`src/rtl/sdt_pkg.sv`:
```
`default_nettype none

package sdt_pkg;

    localparam int WIDE_W = 64;
    localparam int B_W    = 33;
    localparam int PROD_W = WIDE_W + B_W;
    localparam int DEN_W  = 46;
    localparam int QUO_W  = 33;
    localparam int DIVIDEND_EXP = 48;

    typedef logic signed [WIDE_W-1:0] t_wide;

endpackage

`default_nettype wire

```
`src/rtl/sdt_mul.sv`:
```
`default_nettype none

module sdt_mul import sdt_pkg::*; (
    input  logic              i_clk,
    input  logic              i_rst_n,
    input  logic              i_start,
    input  t_wide             i_a,
    input  logic [B_W-1:0]    i_b,
    output logic              o_done,
    output logic [PROD_W-1:0] o_prod
);

    localparam int HALF = WIDE_W / 2;

    typedef enum logic [1:0] {PH_IDLE, PH_LO, PH_HI} t_phase;

    t_phase                 r_phase;
    logic [WIDE_W-1:0]      r_mag;
    logic [B_W-1:0]         r_b;
    logic [HALF+B_W-1:0]    r_lo;
    logic [PROD_W-1:0]      r_prod;
    logic                   r_done;

    logic [HALF-1:0]        part_a;
    logic [HALF+B_W-1:0]    part_p;

    // One 32 x 33 multiplier serves both halves of the magnitude.
    assign part_a = (r_phase == PH_HI) ? r_mag[WIDE_W-1:HALF] : r_mag[HALF-1:0];
    assign part_p = {{B_W{1'b0}}, part_a} * {{HALF{1'b0}}, r_b};

    always_ff @(posedge i_clk) begin
        if (!i_rst_n) begin
            r_phase <= PH_IDLE;
            r_done  <= 1'b0;
        end else begin
            r_done <= (r_phase == PH_HI);
            unique case (r_phase)
                PH_IDLE: begin
                    if (i_start) begin
                        r_mag   <= i_a[WIDE_W-1] ? -i_a : i_a;
                        r_b     <= i_b;
                        r_phase <= PH_LO;
                    end
                end
                PH_LO: begin
                    r_lo    <= part_p;
                    r_phase <= PH_HI;
                end
                PH_HI: begin
                    r_prod  <= {part_p, {HALF{1'b0}}} + PROD_W'(r_lo);
                    r_phase <= PH_IDLE;
                end
                default: begin
                    r_phase <= PH_IDLE;
                end
            endcase
        end
    end

    assign o_done = r_done;
    assign o_prod = r_prod;

endmodule

`default_nettype wire

```
`config.mk`:
```
export PLATFORM = sky130hd
export DESIGN_NAME = sdt_mul
export DESIGN_NICKNAME = d
export VERILOG_FILES = /design/src/rtl/sdt_pkg.sv /design/src/rtl/sdt_mul.sv
export SDC_FILE = /design/constraint.sdc
export NUM_CORES = 2
export LEC_CHECK = 0
export ABC_AREA = 0
export BUFFER_PORTS_ARGS = -buffer_cell sky130_fd_sc_hd__buf_2
export CORE_UTILIZATION = 35
export CTS_CLUSTER_DIAMETER = 150
export CTS_CLUSTER_SIZE = 40
export DETAILED_ROUTE_END_ITERATION = 12
export PLACE_DENSITY = 0.6
export SKIP_CTS_REPAIR_TIMING = 1
export SYNTH_ARGS = -nofsm -noshare
export SYNTH_HDL_FRONTEND = slang
export SYNTH_SLANG_ARGS = --single-unit
```
`constraint.sdc`:
```
create_clock -name i_clk -period 35.5 [get_ports i_clk]
set_input_delay 5.325 -clock i_clk [delete_from_list [all_inputs] [get_ports i_clk]]
set_output_delay 5.325 -clock i_clk [all_outputs]
set_load 0.02 [all_outputs]
```
==> qor.txt <==
Die area: 134000 um2
Clock tree buffer depth: 3
Gate Count Post-Synth: 4777
Initial core utilization: 35.3%
RSZ-0062 raised after global routing: false
CP Buf/Inv Count: 6
Share of cells above drive strength 1: 6.70%
Area of the core: 132000 um2
Vias in the first global route: 34900
DPL Wire Length: 103000 um
Tcrit/Tclk final: 34.0%
CTS tree: built
Slew headroom: 12.7%
Routed WL: 132000 um
Worst-path fanout max: 34
R2R setup slack: 23430 ps
CTS root buffer: clkbuf_16
Status: finished clean
CTS sink cnt: 262
Setup violations, final: 0
Fin crit period: 12070 ps
Total Routing Usage GR: 19.8%
Library cells used by synthesis: 72
GPL Wtd Cong: 0.902
Main synth FF type: edfxtp_1
Measured slew at the worst slew-check pin: 1300 ps
Largest net degree at the start of global routing: 68
Clock latency on the worst-skew pair: 580 ps
Most used cell, CP: fa_1
Max cap viols: 0
Skew final: 68.1 ps
Path depth of the worst reg2reg path: 36
Placed instance count: 6532
Die X-Extent: 366 um
CP required: 35740 ps
Commonest non-fill, non-tap cell in the layout: inv_1
Remaining Overflow, GRT: 0
Post-synthesis cell area: 46500 um2
First-pass GRT wire length: 206000 um
Post-route core utilization: 37.7%
Max stage delay cell, worst path: mux2_2
Layout fillers: 13200
Fin nets: 6116
Clock transition at the registers of the reported paths: 140 ps
H-Tree Depth: 1
Slew Limit Fails: 0
Post-layout instance area: 49600 um2
DIE HEIGHT: 366 um
Setup TNS Final: 0 ps
Largest delay share family, worst path: adder cells
# IOs: 198
Row cnt: 133
N_diodes: 0
Multi-input gate area: 34200 um2
Setup crit start kind: register
Critical path depth: 36
IO Port Bufs: 197
Layout Area Growth over Synthesis: 6.64%
Via count: 33300
Drt drc: 0
CTS buffer count: 12
Ys Warns: 0
Per-cell routed wire length: 20.2 um
Worst path max stage delay: 690 ps
HP Class: register to register
Via/cell ratio: 5.09
Placement-stage cell area: 49200 um2
Post-synth top area share: 39.9%
DRT iter0 DRCs: 2174
Synthesized area per cell: 9.73 um2
Largest cells by area after synthesis: fa_1 40%, edfxtp_1 17%, ha_1 8.0%, inv_1 7.7%, and2_1 7.0%
Number of flops mapped to enable cells by yosys: 259
Ys async rst share: 0%
Kind of end point of the critical path: register
Fmax: 82.8 MHz
Post-synthesis sequential area ratio: 16.9%
Initial antenna violation count: 0
Pre-antenna DRT Iters: 5
Most frequent cells in the layout: 948 x inv_1, 927 x fa_1, 689 x nand2_1
Register Area: 7840 um2
Antenna-violating nets left: 0
CP arrival: 12320 ps
Final hold viol count: 0
Hold path depth: 0
Layout Cells excl Fill: 6549
FF+latch count, synth: 262
Crit Path Class: register to register
Synth area leader: fa_1
Synthesized Nets: 6102
[routing by layer]
metal	track usage, %	share of wire, %
met1	25.9	41
met3	2.08	5.6
met5	0	0
met4	6.87	3.8
met2	34.1	50
[cells in the mapped netlist (all sizes together) (6+ instances only)]
master and number:
xnor2 127, o21ai 84, nor4 18, nand4 41, nor3 25, o41ai 10
edfxtp 259, a311oi 6, o31ai 24, a211oi 10, o211ai 15, o21bai 12
a31oi 12, a21boi 9, inv 948, o21a 9, nor2 93, nand2b 13
nand2 689, or4 15, nor2b 8, clkbuf 248, fa 927, xor2 38
mux2 33, and3 15, a221oi 6, and2 524, or3 20, ha 298
a21o 36, a21oi 102, nand3 26
[cells by family (layout without fill, tap and decap cells)]
kind of cell | after synthesis | after routing | synth area share (%)
buffers and inverters | 1197 | 1214 | 9.66
multiplexers | 36 | 36 | 0.864
AND/OR/NAND/NOR | 1509 | 1509 | 16.1
adder cells (fa/ha/maj) | 1225 | 1225 | 47.9
flip-flops | 262 | 262 | 16.9
AO/OA/AOI/OAI | 383 | 383 | 5.43
XOR/XNOR | 165 | 165 | 3.11
[area by class of cell]
class	instances	area share, %
Clock buffer	14	0.664
Clock inverter	3	0.182
Inverter	948	7.18
Multi-Input combinational cell	3318	69.0
Sequential cell	262	15.8
Tap cell	1755	4.43
Timing Repair Buffer	249	2.78
[per-stage QoR]
stage / worst slack [ps] / hold WS, ps
after floorplan: 20180 / 400
after global placement: 23880 / 405
after detailed placement: 23700 / 405
after CTS: 23550 / 437
after global routing: 22840 / 446
final: 23430 / 431
[path summary, 6_finish.rpt]
path / from / endpoint
hold / removal: r_lo[6] / o_prod[6]
setup / recovery: r_phase[1] / o_prod[91]
setup reg to reg: r_phase[1] / o_prod[91]
hold reg to reg: r_lo[6] / o_prod[6]
[registers in the layout (all words and copies together) (netlist names)]
name,count
r_mag,64
o_prod,97
r_b,33
r_lo,65
o_done,1
r_phase,2
Power is left out: the tool's default activity adds up to more than one toggle a clock period on the data nets, which glitch-free logic cannot reach.
