[src/rtl/sdt_pkg.sv]
`default_nettype none

package sdt_pkg;

    localparam int WIDE_W = 64;
    localparam int B_W    = 33;
    localparam int PROD_W = WIDE_W + B_W;
    localparam int DEN_W  = 46;
    localparam int QUO_W  = 33;
    localparam int DIVIDEND_EXP = 48;

    typedef logic signed [WIDE_W-1:0] t_wide;

endpackage

`default_nettype wire

[src/rtl/sdt_div.sv]
`default_nettype none

module sdt_div import sdt_pkg::*; (
    input  logic             i_clk,
    input  logic             i_rst_n,
    input  logic             i_start,
    input  logic [DEN_W-1:0] i_den,
    output logic             o_done,
    output logic [QUO_W-1:0] o_quo
);

    localparam int CNT_W = $clog2(QUO_W);
    localparam logic [DEN_W-1:0] REM_INIT = DEN_W'(1) << (DIVIDEND_EXP - QUO_W);

    logic [DEN_W-1:0] r_rem;
    logic [DEN_W-1:0] r_den;
    logic [QUO_W-1:0] r_quo;
    logic [CNT_W-1:0] r_cnt;
    logic             r_busy;
    logic             r_done;

    logic [DEN_W:0]   rem_sh;
    logic [DEN_W:0]   rem_diff;
    logic             rem_ge;

    // Restoring division of 2^48 by the denominator, one quotient bit a cycle.
    assign rem_sh   = {r_rem, 1'b0};
    assign rem_ge   = rem_sh >= {1'b0, r_den};
    assign rem_diff = rem_sh - {1'b0, r_den};

    always_ff @(posedge i_clk) begin
        if (!i_rst_n) begin
            r_busy <= 1'b0;
            r_done <= 1'b0;
        end else if (i_start) begin
            r_rem  <= REM_INIT;
            r_den  <= i_den;
            r_quo  <= '0;
            r_cnt  <= CNT_W'(QUO_W - 1);
            r_busy <= 1'b1;
            r_done <= 1'b0;
        end else if (r_busy) begin
            r_rem <= rem_ge ? rem_diff[DEN_W-1:0] : rem_sh[DEN_W-1:0];
            r_quo <= {r_quo[QUO_W-2:0], rem_ge};
            if (r_cnt == '0) begin
                r_busy <= 1'b0;
                r_done <= 1'b1;
            end else begin
                r_cnt <= r_cnt - CNT_W'(1);
            end
        end
    end

    assign o_done = r_done;
    assign o_quo  = r_quo;

endmodule

`default_nettype wire

[config.mk]
export PLATFORM = sky130hd
export DESIGN_NAME = sdt_div
export DESIGN_NICKNAME = d
export VERILOG_FILES = /design/src/rtl/sdt_pkg.sv /design/src/rtl/sdt_div.sv
export SDC_FILE = /design/constraint.sdc
export NUM_CORES = 1
export LEC_CHECK = 0
export BUFFER_PORTS_ARGS = -buffer_cell sky130_fd_sc_hd__buf_2
export CELL_PAD_IN_SITES_DETAIL_PLACEMENT = 0
export CELL_PAD_IN_SITES_GLOBAL_PLACEMENT = 2
export CORE_MARGIN = 2
export CORE_UTILIZATION = 42
export DETAILED_ROUTE_END_ITERATION = 8
export PLACE_DENSITY_LB_ADDON = 0.1
export SETUP_SLACK_MARGIN = 0.2
export SYNTH_ARGS = -nofsm -noshare
export SYNTH_HDL_FRONTEND = slang
export SYNTH_SLANG_ARGS = --single-unit
[constraint.sdc]
create_clock -name i_clk -period 7.9 [get_ports i_clk]
set_input_delay 1.58 -clock i_clk [delete_from_list [all_inputs] [get_ports i_clk]]
set_output_delay 1.58 -clock i_clk [all_outputs]
set_load 0.01 [all_outputs]
==> results of run 1 <==
==> layout by cell type (no fill, tap or decap), types with 5 or more instances in the layout <==
master and instances:
a211o_1 5, clkbuf_16 17, inv_6 5, edfxtp_1 131
nor2_1 57, o21ai_0 21, xor2_1 13, o21a_1 5
o22ai_1 6, a21oi_1 55, nor3_1 6, buf_2 82
ha_1 48, nor2b_1 39, xnor2_1 30, inv_1 58
nand3_1 13, mux2i_1 28, o211ai_1 6, nand4_1 8
nand2b_1 12, nand2_1 27, a31oi_1 6, and3_1 9
o21bai_1 9, or3_1 7, a21o_1 22
==> metrics by stage <==
| step | cells | hold slack [ns] |
|---|---|---|
| global route | 1024 | 0.5819 |
| floorplan | 703 | 0.5441 |
| global placement | 992 | 0.5391 |
| finish | 1024 | 0.5559 |
| detailed placement | 992 | 0.5473 |
| CTS | 1024 | 0.5622 |
==> cell families after synthesis <==
logic type	count (synthesis)	synth area share, %
adders and majority gates	49	8.009
xor gates and xnor gates	43	4.860
and+or+nand+nor	199	13.42
AOI/OAI and AO/OA	167	14.26
DFF	133	51.28
buffers and inverters	84	4.553
muxes	28	3.617
==> worst max path at each step <==
stage,startpoint,end,depth (start not counted)
2_1_floorplan,i_start,r_cnt[0],3
3_3_place_gp,r_rem[27],r_rem[34],11
3_5_place_dp,r_rem[27],r_rem[44],12
4_1_cts,r_rem[27],r_rem[44],12
5_1_grt,r_rem[27],r_rem[44],12
6_report,r_rem[27],r_rem[44],12
==> metal layers <==
layer / vias to the layer above / GRT usage (%)
met5: - / 0
met4: 0 / 4.053
met3: 12 / 4.061
met2: 107 / 28.91
met1: 2597 / 24.60
li1: 2735 / -
==> power breakdown <==
group	internal (mW)	leakage, nW	total (mW)	switching [mW]
logic	0.250	2.17	0.592	0.341
clock network	0.531	0.300	0.847	0.316
registers	0.857	1.28	0.885	0.0280
==> area by class of cell <==
cell class	instances	area share, %
Timing Repair Buffer	86	4.907
Clock buffer	17	4.740
Tap cell	229	3.193
Clock inverter	15	2.231
Inverter	58	2.426
Multi-Input combinational cell	486	38.23
Sequential cell	133	44.28
==> state kept, by name, summed over array words and instances, names as in the netlist <==
signal	flops
r_rem	46
r_busy	1
r_den	46
o_quo	33
o_done	1
r_cnt	6
==> results.toml, run 1 <==
[outcome]
status = "complete, no violations"

[placement]
place_worst_setup_slack_ns = 3.209
portBuffers = 82
postPlaceCellArea_um2 = 8349
dp_hpwl_mm = 11.75
routabilityCongestion = 0.8345

[synth]
synth_top_area_cell = "edfxtp_1"
ys_warn_count = 0
synth.distinct_cells = 58
ys.flop_type = "edfxtp_1"
syn-num-nets = 801
synth_edf_count = 131
synthArstFlopShare_pct = 0
synthTopCellsByCount = "edfxtp_1 (131), inv_1 (58), nor2_1 (57)"
syn_area_um2 = 7749
synth_top_area_share_pct = 50.77
synth_area_per_cell_um2 = 11.02
synth_most_common_cell = "edfxtp_1"
synth-seq-area-share_pct = 51.28
ys_ff_latch = 133
yosys-top-cells-area = "edfxtp_1 (51%), ha_1 (7.8%), mux2i_1 (3.6%)"
synthCells = 703

[drt]
drt_iter0_markers = 265
drcViolationCount = 0
top_layer = "met4"
vias = 5451
ant_nets = 0
avgViaCountPerCell = 5.323
dr.pass1.iters = 5
drt-met1-wl_mm = 8.109
routed_wl_mm = 17.02
met3_wirelength_um = 673
met2_length_mm = 8.105
avgRoutedWirePerCell_um = 16.62

[clock_network]
clk_pin_slew_worst_paths_ns = 0.06
cts_made_buffers = 17
cts_setup_buffers = 0
cts_tree = "built"
cts_hold_buf = 0
root_buffer = "clkbuf_16"
insertion_delay_ns = 0.42
cts.sinks = 133
cts.repair.resized = 0
ctsHtreeMaxLevel = 4
clk_path_buf_depth = 2

[worst_setup_path]
r2r_end = "r_rem[44]"
critical-path-top-delay-family = "simple AND/OR/NAND/NOR gates"
critPathCaptureType = "flip-flop"
slowest_delay_ns = 0.86
cp.required_ns = 8.19
r2r_slack_ns = 3.21
cpMaxStageDelayCell = "a31oi_4"
critical_path.cell_chain = "ha_1 -> nand2_1 -> or3_1 -> or4_1 -> or4_4 -> nand3_1 -> o21ai_1 -> a31oi_4 -> buf_4 -> nand2b_2 -> inv_1 -> a22o_1"
critPathMaxFanout = 27
crit_path_start_kind = "flip-flop"
crit_buf_inv = 2
criticalPathCategory = "flip-flop to flip-flop"
critPathArrivalTime_ns = 4.98
rr_worst_depth = 12
rr_startpoint = "r_rem[27]"

[power]
p_leak_nw = 3.751
vdd_drop_max_mv = 0.1593
power.density_nw_per_um2 = 258.9
finalPower_mw = 2.324

[grt]
antenna_found_initial = 0
grt_pass1_vias = 5436
overflow = 0
track_usage_pct = 17.86
grt_max_degree = 80
grt_pass1_wl_mm = 27.92

[layout]
syn2layout_area_growth_pct = 15.82
n_antenna_cell = 0
final_core_util_pct = 49.79
drive_gt1_share_pct = 16.35
final_area_um2 = 8975
multi_input_area_um2 = 3431
regArea_um2 = 3974
fillers = 1704
nets = 880

[timing]
grt_setup_unrepaired = "no"
timing.fmax_mhz = 213.0
relSlewSlack_pct = 24.92
tightest_slew_ns = 1.126
slew_viol_final = 0
tns_ns = 0
setup_viol = 0
timing_hold_violations_final = 0
fin_crit_sh_pct = 59.42
fin_ws_ns = 3.206
clock_skew_ns = 0.01145
period_needed_ns = 4.694

[floorplan]
core-area_um2 = 18020
fp.dieArea_um2 = 19550
die_h_um = 139.8
die_w_um = 139.8
start_util_pct = 42.99
std_cell_rows = 49
io_pins = 83

[min_path]
hold_depth = 1
hold_path.class = "flip-flop to flip-flop"
hp-start = "o_quo[28]"
min_to = "o_quo[29]"

[flow_run]
cap_viol_max_count = 0
No activity file was read; power rests on OpenSTA's default activity.
==> run 2: changes to the inputs <==
Settings changed: ABC_AREA set to 1, CORE_UTILIZATION 42 to 35.
Clock period 7.9 ns to 4.7 ns, I/O delays scaled along.
==> results.toml, run 2 <==
[layout]
final_area_um2 = 10620
layout_common_cells = "nand2_1 (371), inv_1 (258), nor2_1 (173)"
n_antenna_cell = 0
drive_gt1_share_pct = 13.20
multi_input_area_um2 = 4130
regArea_um2 = 3974
syn2layout_area_growth_pct = 14.96
layout_commonest_cell = "nand2_1"
fillers = 2766
nets = 1441

[timing]
grt_setup_unrepaired = "no"
relSlewSlack_pct = 26.80
fin_crit_sh_pct = 66.83
period_needed_ns = 3.141
clock_skew_ns = 0.01761
timing_hold_violations_final = 0
setup_viol = 0
fin_ws_ns = 1.559
tightest_slew_ns = 1.096
tns_ns = 0
slew_viol_final = 0
timing.fmax_mhz = 318.4

[clock_network]
cts_made_buffers = 17
cts.repair.resized = 0
cts_setup_buffers = 0
cts_tree = "built"
clk_pin_slew_worst_paths_ns = 0.07
cts.sinks = 133
clk_path_buf_depth = 2
cts_hold_buf = 0
root_buffer = "clkbuf_16"
insertion_delay_ns = 0.44
ctsHtreeMaxLevel = 4

[floorplan]
io_pins = 83
core-area_um2 = 25980
fp.dieArea_um2 = 27720
start_util_pct = 35.56
die_w_um = 166.5
std_cell_rows = 59
die_h_um = 166.5

[synth]
yosys-top-cells-area = "edfxtp_1 (43%), nand2_1 (15%), inv_1 (11%)"
syn_area_um2 = 9240
synthCells = 1253
synth_top_area_share_pct = 42.57
ys_ff_latch = 133
synth-seq-area-share_pct = 43.01
synth.distinct_cells = 39
synth_top_area_cell = "edfxtp_1"
ys_warn_count = 0
synthArstFlopShare_pct = 0
synth_most_common_cell = "nand2_1"
synthTopCellsByCount = "nand2_1 (372), inv_1 (259), nor2_1 (173)"
synth_area_per_cell_um2 = 7.374
syn-num-nets = 1351
synth_edf_count = 131
ys.flop_type = "edfxtp_1"

[drt]
routed_wl_mm = 26.88
ant_nets = 0
vias = 7761
met3_wirelength_um = 736
drt_iter0_markers = 424
avgRoutedWirePerCell_um = 15.90
dr.pass1.iters = 5
drcViolationCount = 0
drt-met1-wl_mm = 13.86
top_layer = "met4"
avgViaCountPerCell = 4.590
met2_length_mm = 11.99

[flow_run]
cap_viol_max_count = 0

[placement]
place_worst_setup_slack_ns = 1.496
routabilityCongestion = 0.8700
portBuffers = 82
postPlaceCellArea_um2 = 9993
dp_hpwl_mm = 20.64

[worst_setup_path]
critPathArrivalTime_ns = 3.34
r2r_end = "r_rem[36]"
criticalPathCategory = "flip-flop to flip-flop"
cp.required_ns = 4.90
critPathMaxFanout = 36
rr_worst_depth = 13
crit_path_start_kind = "flip-flop"
r2r_slack_ns = 1.56
critPathCaptureType = "flip-flop"
crit_path_start = "r_rem[19]"
rr_startpoint = "r_rem[19]"

[min_path]
min_to = "o_done"
hp-start = "o_done"
hold_path.class = "flip-flop to flip-flop"
hold_depth = 2

[grt]
grt_pass1_vias = 7893
grt_pass1_wl_mm = 43.06
overflow = 0
antenna_found_initial = 0
track_usage_pct = 20.00
grt_max_degree = 49

[outcome]
status = "complete, no violations"

[power]
p_leak_nw = 5.427
power.density_nw_per_um2 = 424.8
vdd_drop_max_mv = 0.2235
run 2: cell count changes in the layout (fill, tap and decap cells not counted), moves of 12 or more:
cell and change:
nand3_1 +47, nor2b_1 -39, mux2i_1 -28, nor2_2 +15, xnor2_1 -27, a21o_1 -21
nand2_1 +344, nand2_2 +16, o21ai_1 +13, nand2b_1 -12, a21oi_1 -18, nor2_1 +116
inv_1 +200
run 2: stage by stage:
step,power (mW),hold WS [ns],util (%),cells
4_1_cts,4.560,0.5030,40.88,1691
2_1_floorplan,2.642,0.4611,-,1253
5_1_grt,4.818,0.5494,40.88,1691
6_report,4.512,0.4927,40.88,1691
3_5_place_dp,3.058,0.4845,38.46,1659
3_3_place_gp,3.062,0.4597,38.46,1659
run 2: layout make-up:
cell class / instances / area share, %
clock inverters: 15 / 1.920
repair buffers: 88 / 4.287
inverters: 269 / 9.552
well taps: 335 / 3.946
multi-input cells: 834 / 38.88
flip-flops and latches: 133 / 37.41
clock buffers: 17 / 4.005
run 2: worst max path at each step:
stage and end:
2_1_floorplan o_quo[0], 5_1_grt r_rem[37], 3_5_place_dp r_rem[36], 6_report r_rem[36], 4_1_cts r_rem[36], 3_3_place_gp r_rem[36]
run 2: where the power goes:
part           switching [mW]  internal [mW]  total [mW]
registers              0.0592           1.48        1.53
clock network           0.666          0.821        1.49
logic                    1.01          0.477        1.49
run 2: critical path, stage by stage, from the launching register on:
cell and delay, ns:
edfxtp_1 0.42, ha_1 0.38, nand2_1 0.09, nand2_1 0.10, a21oi_2 0.22, nand2_1 0.14
nand2_1 0.15, nand2_1 0.08, nand2_2 0.08, nand4_4 0.55, nand2_4 0.45, nand2_1 0.08
nand2_1 0.09, inv_1 0.05
run 2: kinds of logic after synthesis:
logic type | share of synthesized area [%]
fa+ha+maj | 6.716
simple gates | 29.83
flops | 43.01
compound gates | 5.701
buf+inv | 12.38
xor+xnor | 2.370
run 2: metal layers:
metal	vias to the layer above	GRT usage (%)
met4	0	4.498
met2	116	31.40
li1	4068	-
met1	3553	29.23
met3	24	2.947
met5	-	0
